## src/hdl/itdf_pkg.sv

```systemverilog
`timescale 1ns / 1ps

package itdf_pkg;

   // geometry
   localparam int VALUE_WIDTH_DEF = 32;
   localparam int DD_BITS         = 8;    // magnitude bits converted per pipeline stage
   localparam int POS_W           = 6;    // character position within one text, up to 61
   localparam int CHAR_W          = 8;
   localparam int CSR_ADDR_W      = 3;
   localparam int CSR_DATA_W      = 8;

   localparam logic [POS_W-1:0] MAX_WIDTH_CAP = 6'd60;

   // character codes
   localparam logic [CHAR_W-1:0] CHAR_NUL   = 8'h00;
   localparam logic [CHAR_W-1:0] CHAR_ZERO  = 8'h30;
   localparam logic [CHAR_W-1:0] CHAR_OPEN  = 8'h28;
   localparam logic [CHAR_W-1:0] CHAR_CLOSE = 8'h29;
   localparam logic [CHAR_W-1:0] CHAR_MINUS = 8'h2D;
   localparam logic [CHAR_W-1:0] CHAR_PLUS  = 8'h2B;
   localparam logic [CHAR_W-1:0] SEP_RESET  = 8'h2C;

   // register indexes
   localparam logic [CSR_ADDR_W-1:0] REG_SIGN_MODE       = 3'd0;
   localparam logic [CSR_ADDR_W-1:0] REG_USE_GROUPING    = 3'd1;
   localparam logic [CSR_ADDR_W-1:0] REG_ZERO_EMPTY      = 3'd2;
   localparam logic [CSR_ADDR_W-1:0] REG_MIN_WIDTH       = 3'd3;
   localparam logic [CSR_ADDR_W-1:0] REG_GROUP_SEPARATOR = 3'd4;

   // sign modes
   localparam logic [1:0] SIGN_NONE   = 2'd0;
   localparam logic [1:0] SIGN_MINUS  = 2'd1;
   localparam logic [1:0] SIGN_ALWAYS = 2'd2;
   localparam logic [1:0] SIGN_PAREN  = 2'd3;

endpackage

```

## src/hdl/int_to_decimal_text_formatter.sv

```systemverilog
`timescale 1ns / 1ps

// channel   dir  handshake              payload
// req       in   req_tvalid/req_tready  req_tdata: value (signed, zero filled to bytes)
// rsp       out  rsp_tvalid/rsp_tready  rsp_tdata: char_code, rsp_tuser: empty_text,
//                                       rsp_tlast: last_char
// csr       in   csr_we                 csr_addr: register index, csr_wdata: value
//
// one character leaves per cycle while the receiver accepts it; a number's text is
// 1 to 62 characters long, and the single character serializer sets the sustained rate
// magnitude is converted to bcd in 8-bit slices of shift-and-add-3, one slice per stage
// reset is synchronous, clears all valid bits and returns the control registers to defaults
// back pressure ripples stage by stage; a stalled stage holds its contents

module int_to_decimal_text_formatter #(
   parameter int VALUE_WIDTH = itdf_pkg::VALUE_WIDTH_DEF
) (
   input  logic                                clock,
   input  logic                                reset,
   // req
   input  logic                                req_tvalid,
   output logic                                req_tready,
   input  logic [((VALUE_WIDTH+7)/8)*8-1:0]    req_tdata,   // [VALUE_WIDTH-1:0] value
   // rsp
   output logic                                rsp_tvalid,
   input  logic                                rsp_tready,
   output logic [itdf_pkg::CHAR_W-1:0]         rsp_tdata,   // [7:0] char_code
   output logic                                rsp_tuser,   // [0] empty_text
   output logic                                rsp_tlast,
   // csr
   input  logic                                csr_we,
   input  logic [itdf_pkg::CSR_ADDR_W-1:0]     csr_addr,
   input  logic [itdf_pkg::CSR_DATA_W-1:0]     csr_wdata
);
   import itdf_pkg::*;

   localparam int NS    = (VALUE_WIDTH + DD_BITS - 1) / DD_BITS;  // conversion stages
   localparam int MW    = NS * DD_BITS;                           // padded magnitude width
   localparam int NDIG  = (VALUE_WIDTH * 30103) / 100000 + 1;     // decimal digits of 2^W-1
   localparam int BCD_W = NDIG * 4;
   localparam int ND_W  = $clog2(NDIG + 1);

   // ---------------------------------------------------------------------------------
   // configuration registers
   // ---------------------------------------------------------------------------------
   logic [1:0]        sign_mode_ff;
   logic              use_grouping_ff;
   logic              zero_empty_ff;
   logic [POS_W-1:0]  min_width_ff;
   logic [CHAR_W-1:0] group_separator_ff;

   always_ff @(posedge clock) begin
      if (reset) begin
         sign_mode_ff       <= SIGN_MINUS;
         use_grouping_ff    <= 1'b0;
         zero_empty_ff      <= 1'b0;
         min_width_ff       <= '0;
         group_separator_ff <= SEP_RESET;
      end else if (csr_we) begin
         case (csr_addr)
            REG_SIGN_MODE:       sign_mode_ff       <= csr_wdata[1:0];
            REG_USE_GROUPING:    use_grouping_ff    <= csr_wdata[0];
            REG_ZERO_EMPTY:      zero_empty_ff      <= csr_wdata[0];
            REG_MIN_WIDTH:       min_width_ff       <= csr_wdata[POS_W-1:0];
            REG_GROUP_SEPARATOR: group_separator_ff <= csr_wdata;
            default: ;  // writes beyond the register list are dropped
         endcase
      end
   end

   // ---------------------------------------------------------------------------------
   // pipeline storage: stage 0 holds sign and magnitude, stages 1..NS the bcd slices
   // ---------------------------------------------------------------------------------
   logic              v_ff    [0:NS];
   logic              neg_ff  [0:NS];
   logic              zero_ff [0:NS];
   logic [MW-1:0]     bin_ff  [0:NS-1];
   logic [MW-1:0]     bin_in  [0:NS-1];
   logic [BCD_W-1:0]  bcd_ff  [1:NS];
   logic [BCD_W-1:0]  bcd_in  [1:NS];
   logic              dd_rdy  [0:NS];

   // length stage
   logic              len_v_ff;
   logic              len_neg_ff;
   logic              len_zero_ff;
   logic [BCD_W-1:0]  len_bcd_ff;
   logic [POS_W-1:0]  len_nlen_ff;
   logic [POS_W-1:0]  len_nlen_in;
   logic              len_rdy;

   // serializer
   logic              ser_valid_ff;
   logic              ser_empty_ff;
   logic              ser_has_sign_ff;
   logic [CHAR_W-1:0] ser_sign_char_ff;
   logic [POS_W-1:0]  ser_pad_end_ff;
   logic [POS_W-1:0]  ser_dig_end_ff;
   logic [POS_W-1:0]  ser_last_pos_ff;
   logic [POS_W-1:0]  ser_pos_ff;
   logic [BCD_W-1:0]  ser_bcd_ff;
   logic              ser_has_sign_in;
   logic [CHAR_W-1:0] ser_sign_char_in;
   logic [POS_W-1:0]  ser_pad_end_in;
   logic [POS_W-1:0]  ser_dig_end_in;
   logic [POS_W-1:0]  ser_last_pos_in;
   logic              ser_empty_in;
   logic              ser_rdy;
   logic              ser_done;
   logic              emit;

   // output register
   logic              rsp_tvalid_ff;
   logic [CHAR_W-1:0] rsp_tdata_ff;
   logic              rsp_tuser_ff;
   logic              rsp_tlast_ff;
   logic [CHAR_W-1:0] rsp_tdata_in;
   logic              rsp_tlast_in;
   logic              out_load;

   // ---------------------------------------------------------------------------------
   // back pressure: a stage takes new contents when empty or when its own contents move
   // ---------------------------------------------------------------------------------
   assign out_load = !rsp_tvalid_ff || rsp_tready;
   assign emit     = ser_valid_ff && out_load;
   assign ser_done = emit && (ser_pos_ff == ser_last_pos_ff);
   assign ser_rdy  = !ser_valid_ff || ser_done;
   assign len_rdy  = !len_v_ff || ser_rdy;

   always_comb begin
      dd_rdy[NS] = !v_ff[NS] || len_rdy;
      for (int s = NS - 1; s >= 0; s--) begin
         dd_rdy[s] = !v_ff[s] || dd_rdy[s+1];
      end
   end

   assign req_tready = dd_rdy[0];

   // ---------------------------------------------------------------------------------
   // stage 0: sign and unsigned magnitude (most negative value wraps to 2^(W-1))
   // ---------------------------------------------------------------------------------
   logic [VALUE_WIDTH-1:0] raw;
   logic [VALUE_WIDTH-1:0] mag;
   logic                   neg0_in;
   logic                   zero0_in;

   assign raw      = req_tdata[VALUE_WIDTH-1:0];
   assign neg0_in  = raw[VALUE_WIDTH-1];
   assign zero0_in = (raw == '0);
   assign mag      = neg0_in ? (~raw) + {{(VALUE_WIDTH-1){1'b0}}, 1'b1} : raw;
   assign bin_in[0] = MW'(mag);

   always_ff @(posedge clock) begin
      if (reset) begin
         v_ff[0] <= 1'b0;
      end else if (dd_rdy[0]) begin
         v_ff[0] <= req_tvalid;
      end
   end

   always_ff @(posedge clock) begin
      if (dd_rdy[0]) begin
         neg_ff[0]  <= neg0_in;
         zero_ff[0] <= zero0_in;
         bin_ff[0]  <= bin_in[0];
      end
   end

   // ---------------------------------------------------------------------------------
   // stages 1..NS: shift-and-add-3, DD_BITS magnitude bits per stage, msb first
   // ---------------------------------------------------------------------------------
   for (genvar s = 1; s <= NS; s++) begin : g_dd
      logic [BCD_W-1:0] bcd_src;
      logic [MW-1:0]    bin_nxt;

      if (s == 1) begin : g_first
         assign bcd_src = '0;
      end else begin : g_rest
         assign bcd_src = bcd_ff[s-1];
      end

      always_comb begin
         logic [BCD_W-1:0] b;
         logic [MW-1:0]    m;
         b = bcd_src;
         m = bin_ff[s-1];
         for (int k = 0; k < DD_BITS; k++) begin
            for (int d = 0; d < NDIG; d++) begin
               if (b[d*4 +: 4] >= 4'd5) begin
                  b[d*4 +: 4] = b[d*4 +: 4] + 4'd3;
               end
            end
            b = {b[BCD_W-2:0], m[MW-1]};
            m = {m[MW-2:0], 1'b0};
         end
         bcd_in[s] = b;
         bin_nxt   = m;
      end

      if (s < NS) begin : g_bin
         assign bin_in[s] = bin_nxt;
         always_ff @(posedge clock) begin
            if (dd_rdy[s]) begin
               bin_ff[s] <= bin_in[s];
            end
         end
      end

      always_ff @(posedge clock) begin
         if (reset) begin
            v_ff[s] <= 1'b0;
         end else if (dd_rdy[s]) begin
            v_ff[s] <= v_ff[s-1];
         end
      end

      always_ff @(posedge clock) begin
         if (dd_rdy[s]) begin
            neg_ff[s]  <= neg_ff[s-1];
            zero_ff[s] <= zero_ff[s-1];
            bcd_ff[s]  <= bcd_in[s];
         end
      end
   end

   // ---------------------------------------------------------------------------------
   // length stage: digit count and count of digits plus separators
   // ---------------------------------------------------------------------------------
   always_comb begin
      logic [ND_W-1:0]  nd;
      logic [POS_W-1:0] seps;
      nd   = ND_W'(1);
      seps = '0;
      for (int i = 1; i < NDIG; i++) begin
         if (bcd_ff[NS][i*4 +: 4] != 4'd0) begin
            nd = ND_W'(i + 1);
         end
      end
      // one separator for every full group of three below the leading group
      for (int k = 1; 3 * k < NDIG; k++) begin
         if (nd > ND_W'(3 * k)) begin
            seps = seps + POS_W'(1);
         end
      end
      len_nlen_in = POS_W'(nd) + (use_grouping_ff ? seps : '0);
   end

   always_ff @(posedge clock) begin
      if (reset) begin
         len_v_ff <= 1'b0;
      end else if (len_rdy) begin
         len_v_ff <= v_ff[NS];
      end
   end

   always_ff @(posedge clock) begin
      if (len_rdy) begin
         len_neg_ff  <= neg_ff[NS];
         len_zero_ff <= zero_ff[NS];
         len_bcd_ff  <= bcd_ff[NS];
         len_nlen_ff <= len_nlen_in;
      end
   end

   // ---------------------------------------------------------------------------------
   // serializer load: text layout is sign | zero padding | digits | closing paren
   // ---------------------------------------------------------------------------------
   always_comb begin
      logic [POS_W-1:0] width;
      logic [POS_W-1:0] pad;
      logic             has_close;
      width = (min_width_ff > MAX_WIDTH_CAP) ? MAX_WIDTH_CAP : min_width_ff;
      pad   = (width > len_nlen_ff) ? width - len_nlen_ff : '0;
      ser_has_sign_in = (sign_mode_ff == SIGN_ALWAYS)
                     || (len_neg_ff && (sign_mode_ff == SIGN_MINUS
                                     || sign_mode_ff == SIGN_PAREN));
      has_close = len_neg_ff && (sign_mode_ff == SIGN_PAREN);
      if (!len_neg_ff) begin
         ser_sign_char_in = CHAR_PLUS;
      end else if (sign_mode_ff == SIGN_PAREN) begin
         ser_sign_char_in = CHAR_OPEN;
      end else begin
         ser_sign_char_in = CHAR_MINUS;
      end
      ser_empty_in    = zero_empty_ff && len_zero_ff;
      ser_pad_end_in  = POS_W'(ser_has_sign_in) + pad;
      ser_dig_end_in  = ser_pad_end_in + len_nlen_ff;
      ser_last_pos_in = ser_empty_in ? '0
                                     : ser_dig_end_in + POS_W'(has_close) - POS_W'(1);
   end

   always_ff @(posedge clock) begin
      if (reset) begin
         ser_valid_ff <= 1'b0;
         ser_pos_ff   <= '0;
      end else if (ser_rdy) begin
         ser_valid_ff <= len_v_ff;
         ser_pos_ff   <= '0;
      end else if (emit) begin
         ser_pos_ff   <= ser_pos_ff + POS_W'(1);
      end
   end

   always_ff @(posedge clock) begin
      if (ser_rdy) begin
         ser_empty_ff     <= ser_empty_in;
         ser_has_sign_ff  <= ser_has_sign_in;
         ser_sign_char_ff <= ser_sign_char_in;
         ser_pad_end_ff   <= ser_pad_end_in;
         ser_dig_end_ff   <= ser_dig_end_in;
         ser_last_pos_ff  <= ser_last_pos_in;
         ser_bcd_ff       <= len_bcd_ff;
      end
   end

   // ---------------------------------------------------------------------------------
   // character at the current position
   // ---------------------------------------------------------------------------------
   always_comb begin
      logic [POS_W-1:0] r;    // place counted from the least significant end of the digits
      logic [POS_W-1:0] di;   // digit index after removing separators
      logic [3:0]       dig;
      r   = ser_dig_end_ff - POS_W'(1) - ser_pos_ff;
      di  = use_grouping_ff ? r - (r >> 2) : r;
      dig = 4'd0;
      for (int i = 0; i < NDIG; i++) begin
         if (di == POS_W'(i)) begin
            dig = ser_bcd_ff[i*4 +: 4];
         end
      end
      if (ser_empty_ff) begin
         rsp_tdata_in = CHAR_NUL;
      end else if (ser_has_sign_ff && ser_pos_ff == '0) begin
         rsp_tdata_in = ser_sign_char_ff;
      end else if (ser_pos_ff < ser_pad_end_ff) begin
         rsp_tdata_in = CHAR_ZERO;
      end else if (ser_pos_ff < ser_dig_end_ff) begin
         // every fourth place from the right is a separator
         if (use_grouping_ff && r[1:0] == 2'd3) begin
            rsp_tdata_in = group_separator_ff;
         end else begin
            rsp_tdata_in = CHAR_ZERO + CHAR_W'(dig);
         end
      end else begin
         rsp_tdata_in = CHAR_CLOSE;
      end
      rsp_tlast_in = (ser_pos_ff == ser_last_pos_ff);
   end

   // ---------------------------------------------------------------------------------
   // output register
   // ---------------------------------------------------------------------------------
   always_ff @(posedge clock) begin
      if (reset) begin
         rsp_tvalid_ff <= 1'b0;
      end else if (out_load) begin
         rsp_tvalid_ff <= ser_valid_ff;
      end
   end

   always_ff @(posedge clock) begin
      if (emit) begin
         rsp_tdata_ff <= rsp_tdata_in;
         rsp_tuser_ff <= ser_empty_ff;
         rsp_tlast_ff <= rsp_tlast_in;
      end
   end

   assign rsp_tvalid = rsp_tvalid_ff;
   assign rsp_tdata  = rsp_tdata_ff;
   assign rsp_tuser  = rsp_tuser_ff;
   assign rsp_tlast  = rsp_tlast_ff;

endmodule

```

## config.mk

```make
export PLATFORM = sky130hd
export DESIGN_NAME = int_to_decimal_text_formatter
export DESIGN_NICKNAME = d
export VERILOG_FILES = /design/src/hdl/itdf_pkg.sv /design/src/hdl/int_to_decimal_text_formatter.sv
export SDC_FILE = /design/constraint.sdc
export NUM_CORES = 1
export LEC_CHECK = 0
export BUFFER_PORTS_ARGS = -buffer_cell sky130_fd_sc_hd__buf_2
export CELL_PAD_IN_SITES_DETAIL_PLACEMENT = 0
export CELL_PAD_IN_SITES_GLOBAL_PLACEMENT = 2
export CORE_ASPECT_RATIO = 0.6
export CORE_UTILIZATION = 44
export CTS_CLUSTER_DIAMETER = 40
export DETAILED_ROUTE_END_ITERATION = 10
export GPL_TIMING_DRIVEN = 0
export PLACE_DENSITY_LB_ADDON = 0.1
export SLEW_MARGIN = 20
export SYNTH_ARGS = -nofsm -noshare
export SYNTH_HDL_FRONTEND = slang
export SYNTH_SLANG_ARGS = --single-unit
```

## constraint.sdc

```tcl
create_clock -name clock -period 21.9 [get_ports clock]
set_clock_uncertainty 0.2 [all_clocks]
set_input_delay 2.19 -clock clock [delete_from_list [all_inputs] [get_ports clock]]
set_output_delay 2.19 -clock clock [all_outputs]
set_load 0.1 [all_outputs]
```

==> impl_results.md, run 1 <==
* Synth top area cells: edfxtp_1 28%, ha_1 6.8%, a21oi_1 4.4%
* First-pass GRT wire length at 130000 µm
* CP Launch Point: bcd_ff[0][149]$_DFFE_PP_
* I/O pins at 60
* Total die area at 77100 µm²
* Hold Crit Class: reg -> reg
* Pin count of the biggest net entering global routing at 55
* Fin crit share at 38.4%
* # hold bufs at CTS at 0
* FP Rows at 77
* Critical path arrival at 8570 ps
* CP max-delay cell: xnor3_1
* Share of cells above drive strength 1 at 10.9%
* Hold WS at 208 ps
* Count leader, synth: nand2_1
* Postcts setup bufs at 0
* # resized after CTS at 0
* Max Freq at 0.119 GHz
* Vias at 28516
* Width of the die at 358 µm
* Initial DRC Count at 2420
* EDFF count, synth at 317
* Fillers at 6997
* CTS clk-pin slew, worst paths at 60 ps
* Post-Syn Instances at 3877
* Dpl cells at 4928
* CP peak stage delay at 500 ps
* Status: complete, no violations
* Minimum clock period at 8420 ps
* Layout Nets at 4226
* Hold-critical path depth at 0
* Last element of the critical path: bcd_ff[0][198]$_DFFE_PP_
* WL/cell at 15.4 µm
* Crit end category: flip-flop
* Htree depth at 2
* Yosys warning count at 0
* Initial Utilization at 44.9%
* Vias in the first global route at 25338
* Initial antenna violation count at 1
* RSZ-0062 raised after global routing: false
* Core area at 74400 µm²
* Detailed-router iteration count before antenna repair at 5
* Setup TNS at 0 ps
* Port Buf Inserts at 58
* Final WL at 77300 µm
* Ant diodes at 0
* Max Cap Viol at 0
* Register area share after synthesis at 30.1%
* Synth async-reset ratio at 0%
* Register area at 10100 µm²
* Final core utilization at 49.4%
* P&R area growth vs syn at 9.88%
* Slew of the pin with the lowest slew margin at 1040 ps
* Reg2reg end: bcd_ff[0][198]$_DFFE_PP_
* Clock buffer depth at 3
* Critical Path RT at 22060 ps
* Post-Syn Area at 33400 µm²
* Avg Inst Size Synth at 8.62 µm²
* Worst slew margin at 30.4%
* Reg2Reg Depth at 33
* Crit Path Class: reg -> reg
* TritonCTS clock tree: done
* Tot GR Track Use at 20.0%
* Residual DRC count at 0
* Synth Flop Type: edfxtp_1
* Area leader, netlist: edfxtp_1
* Crit start category: flip-flop
* RR Startpoint: bcd_ff[0][149]$_DFFE_PP_
* Internal reg-to-reg setup slack at 13480 ps
* Synth top area share at 28.5%
* Via/cell ratio at 5.69
* Non-filler instance count after layout at 5016
* Finish-stage setup viols at 0
* Peak fanout along the critical path at 9
* Worst-Skew Late Latency at 620 ps
* TritonCTS Sinks at 344
* Synthesized Nets at 4112
* Congestion Overflow GR at 0
* Die Y at 215 µm
* Pins Over Slew Limit at 0
* Hpwl dp at 60200 µm
* CTS Buf Count at 48
* Yosys reg bits at 344
* Final Hold Vio Count at 0
* GPL Wtd Cong at 0.828
* Distinct cells, synth at 145
* Antenna Violating Nets Remaining at 0
* Clock root buffer: clkbuf_16
* Synth cell count leaders: 329 x nand2_1, 323 x nor2_1, 317 x edfxtp_1
* Area occupied by multi-input gates at 21900 µm²
==> kinds of logic after synthesis <==
family	count (synthesis)	share of synthesized area [%]
AOI/OAI and AO/OA	1311	27.6
muxes	193	6.48
DFF	344	30.1
adders and majority gates	192	7.26
xor gates and xnor gates	169	4.88
buffers and inverters	381	4.43
and+or+nand+nor	1287	19.3
==> critical path: cells and delay by family, from the launching register on <==
kind,cells,cell delay [ps]
xor+xnor,4,1250
buf+inv,3,530
compound gates,12,2720
fa+ha+maj,6,1590
mux,2,730
simple gates,6,880
flops,1,310
==> area by class of cell <==
class | count | share of cell area, %
clock inverters | 31 | 1.03
multi-input cells | 3152 | 59.7
inverters | 274 | 2.81
flip-flops and latches | 344 | 27.4
well taps | 987 | 3.36
clock buffers | 57 | 3.36
repair buffers | 64 | 1.14
plain buffers | 107 | 1.23
==> metal layers <==
metal	global-route usage, %	wire length (µm)	vias to the layer above
li1	-	-	14847
met1	34.7	45800	13063
met2	24.2	26200	549
met3	3.84	4540	57
met4	3.09	805	0
met5	0	0	-
==> registers in the layout (all words and copies together), names as in the netlist, 5 cells and up <==
register	cells
ser_bcd_ff	40
ser_pos_ff	6
ser_pad_end_ff	6
len_bcd_ff	40
neg_ff	5
bin_ff	80
bcd_ff	102
len_nlen_ff	5
rsp_tdata	8
ser_dig_end_ff	6
v_ff	5
group_separator_ff	8
ser_last_pos_ff	6
min_width_ff	6
zero_ff	5
==> cell usage in the layout (no fill, tap or decap), types with 25 or more instances in the layout <==
cell       instances
nor2_1           323
edfxtp_1         317
o22ai_1           40
a31oi_1           41
nor2b_1           65
buf_2             79
xnor2_1          116
ha_1             182
nand2_1          326
nand2b_1          70
a211oi_1          80
o31ai_1           27
mux2_2            62
a21o_1            61
xor2_1            38
o211ai_1          64
o21bai_1          33
o21ai_1           48
and2_1            48
a21oi_1          290
nor3_1            81
inv_1            254
o21ai_0          233
or3_1             43
and3_1            44
or2_2             31
clkbuf_1          88
o21a_1            40
nand3_1           95
dfxtp_1           27
a211o_1           25
mux2i_1          113
clkbuf_16         48
==> worst min-delay path by stage <==
| stage | startpoint | endpoint | slack, ps |
|---|---|---|---|
| after CTS | len_bcd_ff[20]$_DFFE_PP_ | ser_bcd_ff[20]$_DFFE_PP_ | 210 |
| after global placement | bin_ff[0][9]$_DFFE_PP_ | bin_ff[1][17]$_DFFE_PP_ | 200 |
| after detailed placement | bin_ff[1][10]$_DFFE_PP_ | bin_ff[2][18]$_DFFE_PP_ | 200 |
| after global routing | len_bcd_ff[38]$_DFFE_PP_ | ser_bcd_ff[38]$_DFFE_PP_ | 220 |
| final | len_bcd_ff[20]$_DFFE_PP_ | ser_bcd_ff[20]$_DFFE_PP_ | 210 |
| after floorplan | bin_ff[2][24]$_DFFE_PP_ | bcd_ff[0][120]$_DFFE_PP_ | 200 |
==> per-stage QoR <==
step | worst slack (ps) | cell area (µm²)
5_1_grt | 12610 | 36700
4_1_cts | 13480 | 36700
3_3_place_gp | 12220 | 34900
6_report | 13480 | 36700
3_5_place_dp | 13530 | 35100
2_1_floorplan | 13600 | 33400
Power of run 1 is left out: the tool's default activity adds up to more than one toggle a clock period on the data nets, which glitch-free logic cannot reach.
==> inputs of run 2 (changes only) <==
CORE_UTILIZATION = 37   (was 44)
clock period = 7.6 ns   (was 21.9 ns; I/O delays follow)
==> run 2 against run 1 <==
Flip-flop and latch count stayed put; die area is 19% higher; via count is 1.1% higher; first-iteration DRC count is 15% lower; count of clock-buffer cells in the layout is 5 lower; non-clock buffer count is 50 higher; hold slack worse by 67 ps; setup slack worse by 13000 ps; largest cell class unchanged; register-to-register slack worse by 13000 ps; highest routed layer unchanged; global-route usage is 2.6 points lower; maximum frequency is 17% higher.
==> impl_results.md, run 2 (same netlist as run 1, synthesis figures left out) <==
* Htree depth at 2 (unchanged)
* Non-filler instance count after layout at 5287 (+5.4%)
* Detailed-router iteration count before antenna repair at 5 (unchanged)
* Pins Over Slew Limit at 0 (unchanged)
* Max Freq at 0.139 GHz (+17%)
* Max FFs per register at 102 (unchanged)
* Hold-critical path depth at 1 (+1)
* Share of cells above drive strength 1 at 15.3% (+4.4 points)
* Final WL at 81900 µm (+5.9%)
* Clock buffer depth at 3 (unchanged)
* Reg2reg end: bcd_ff[0][128]$_DFFE_PP_
* Crit end category: flip-flop
* Status: complete, no violations
* Pin count of the biggest net entering global routing at 57 (+3.6%)
* Largest regs: bcd_ff: 102 flops, bin_ff: 80 flops
* Hold Path End: bin_ff[0][0]$_DFFE_PP_
* Internal reg-to-reg setup slack at 380 ps (-13100 ps)
* Dpl cells at 5145 (+4.4%)
* Finish-stage setup viols at 0 (unchanged)
* Final Hold Vio Count at 0 (unchanged)
* Initial DRC Count at 2049 (-15%)
* Most frequent cells in the layout: 325 x nand2_1, 317 x nor2_1, 317 x edfxtp_1
* Peak fanout along the critical path at 10 (+1)
* Minimum clock period at 7220 ps (-1200 ps)
* GPL Wtd Cong at 0.783 (-5.3%)
* Initial Utilization at 37.8% (-7.2 points)
* Hpwl dp at 63000 µm (+4.6%)
* P&R area growth vs syn at 14.3%
* Crit Path Class: reg -> reg
* Hold Crit Class: in -> reg
* CP peak stage delay at 440 ps (-60 ps)
* Worst-Skew Late Latency at 630 ps (about the same)
* Hold_sp: req_tdata[0]
* Setup WS pre-CTS at -625 ps (-14150 ps)
* I/O pins at 60 (unchanged)
* Vias in the first global route at 25255 (-0.33%)
* Max Cap Viol at 0 (unchanged)
* Via/cell ratio at 5.45 (-4.1%)
* # hold bufs at CTS at 0 (unchanged)
* RR Startpoint: bcd_ff[0][80]$_DFFE_PP_
* Initial antenna violation count at 0 (-1)
* CTS Buf Count at 50 (+4.2%)
* Commonest non-fill, non-tap cell in the layout: nand2_1
* Width of the die at 390 µm (+9.0%)
* Fin crit share at 94.9% (+57 points)
* CTS clk-pin slew, worst paths at 50 ps (about the same)
* Vias at 28827 (+1.1%)
* Fillers at 8843 (+26%)
* Congestion Overflow GR at 0 (unchanged)
* WL/cell at 15.5 µm (+0.50%)
* Final core utilization at 43.1% (-6.2 points)
* First-pass GRT wire length at 134000 µm (+3.0%)
* Core area at 88500 µm² (+19%)
* Critical path arrival at 7310 ps (-1260 ps)
* Layout Nets at 4278 (+1.2%)
* Port Buf Inserts at 58 (unchanged)
* Fin worst setup slack at 384 ps (-13100 ps)
* FP Rows at 84 (+9.1%)
* Slew of the pin with the lowest slew margin at 1050 ps (+3.71 ps)
* Top cell by count, worst path: ha_1
* TritonCTS Sinks at 344 (unchanged)
* Register with the most flip-flops: bcd_ff
* CP max-delay cell: edfxtp_1
* Total die area at 91600 µm² (+19%)
* Reg2Reg Depth at 33 (unchanged)
* Tot GR Track Use at 17.3% (-2.6 points)
* Critical Path RT at 7700 ps (-14360 ps)
* Antenna Violating Nets Remaining at 0 (unchanged)
* Worst slew margin at 29.7% (-0.76 points)
* Crit start category: flip-flop
* Clock root buffer: clkbuf_16
* Residual DRC count at 0 (unchanged)
* Die Y at 235 µm (+9.0%)
* TritonCTS clock tree: done
run 2: cell types whose count changed in the layout (fill, tap and decap cells not counted), moves of 9 or more:
cell / change
a21oi_1: -20
xnor2_2: +9
clkbuf_1: -9
a21oi_2: +18
xnor2_1: -10
a211oi_2: +9
a211oi_1: -9
buf_4: +52
mux2i_1: -10
run 2: cell type report:
| cell class | instances | area [µm²] | share of cell area (%) |
|---|---|---|---|
| well taps | 1204 | 1510 | 3.95 |
| plain buffers | 106 | 452 | 1.18 |
| clock inverters | 39 | 465 | 1.22 |
| diodes | 1 | 2.50 | 0.00655 |
| clock buffers | 52 | 1260 | 3.30 |
| multi-input cells | 3152 | 22600 | 59.2 |
| flip-flops and latches | 344 | 10100 | 26.3 |
| repair buffers | 115 | 801 | 2.10 |
| inverters | 274 | 1030 | 2.70 |
run 2: how the worst max path moves through the flow:
stage	depth (start not counted)	startpoint	endpoint
global placement	33	bcd_ff[0][149]$_DFFE_PP_	bcd_ff[0][198]$_DFFE_PP_
floorplan	33	bcd_ff[0][149]$_DFFE_PP_	bcd_ff[0][198]$_DFFE_PP_
finish	33	bcd_ff[0][80]$_DFFE_PP_	bcd_ff[0][128]$_DFFE_PP_
detailed placement	33	bcd_ff[0][149]$_DFFE_PP_	bcd_ff[0][198]$_DFFE_PP_
global route	36	bcd_ff[0][92]$_DFFE_PP_	bcd_ff[0][137]$_DFFE_PP_
CTS	32	bcd_ff[0][140]$_DFFE_PP_	bcd_ff[0][198]$_DFFE_PP_
run 2: metrics by stage:
step,hold WS (ps),cell area (µm²),TNS [ps]
finish,142,38200,0
global route,102,38200,-296
CTS,87.7,37200,0
detailed placement,205,35400,-3590
global placement,201,35200,-5120
floorplan,200,33400,0
run 2: per-layer routing:
layer  vias up  global-route usage, %  share of wire [%]
met1     13355                   30.7                 60
met2       470                   20.5                 34
met4         0                   2.42               0.85
met5         -                      0                  0
li1      14953                      -                  -
met3        49                   3.13                5.1
run 2: what timing repair did:
action,4_1_cts,5_1_grt
pin swaps,0,24
setup endpoints to repair,13,63
setup buffers,2,49
gates resized for setup,23,125
run 2: critical path: cells and delay by family (launching register included):
kind            cells  cell delay [ps]
buf+inv             6              700
xor+xnor            3              620
compound gates     10             2070
fa+ha+maj           6             1150
flops               1              440
simple gates        8             1700
Power of run 2 is left out for the same reason.
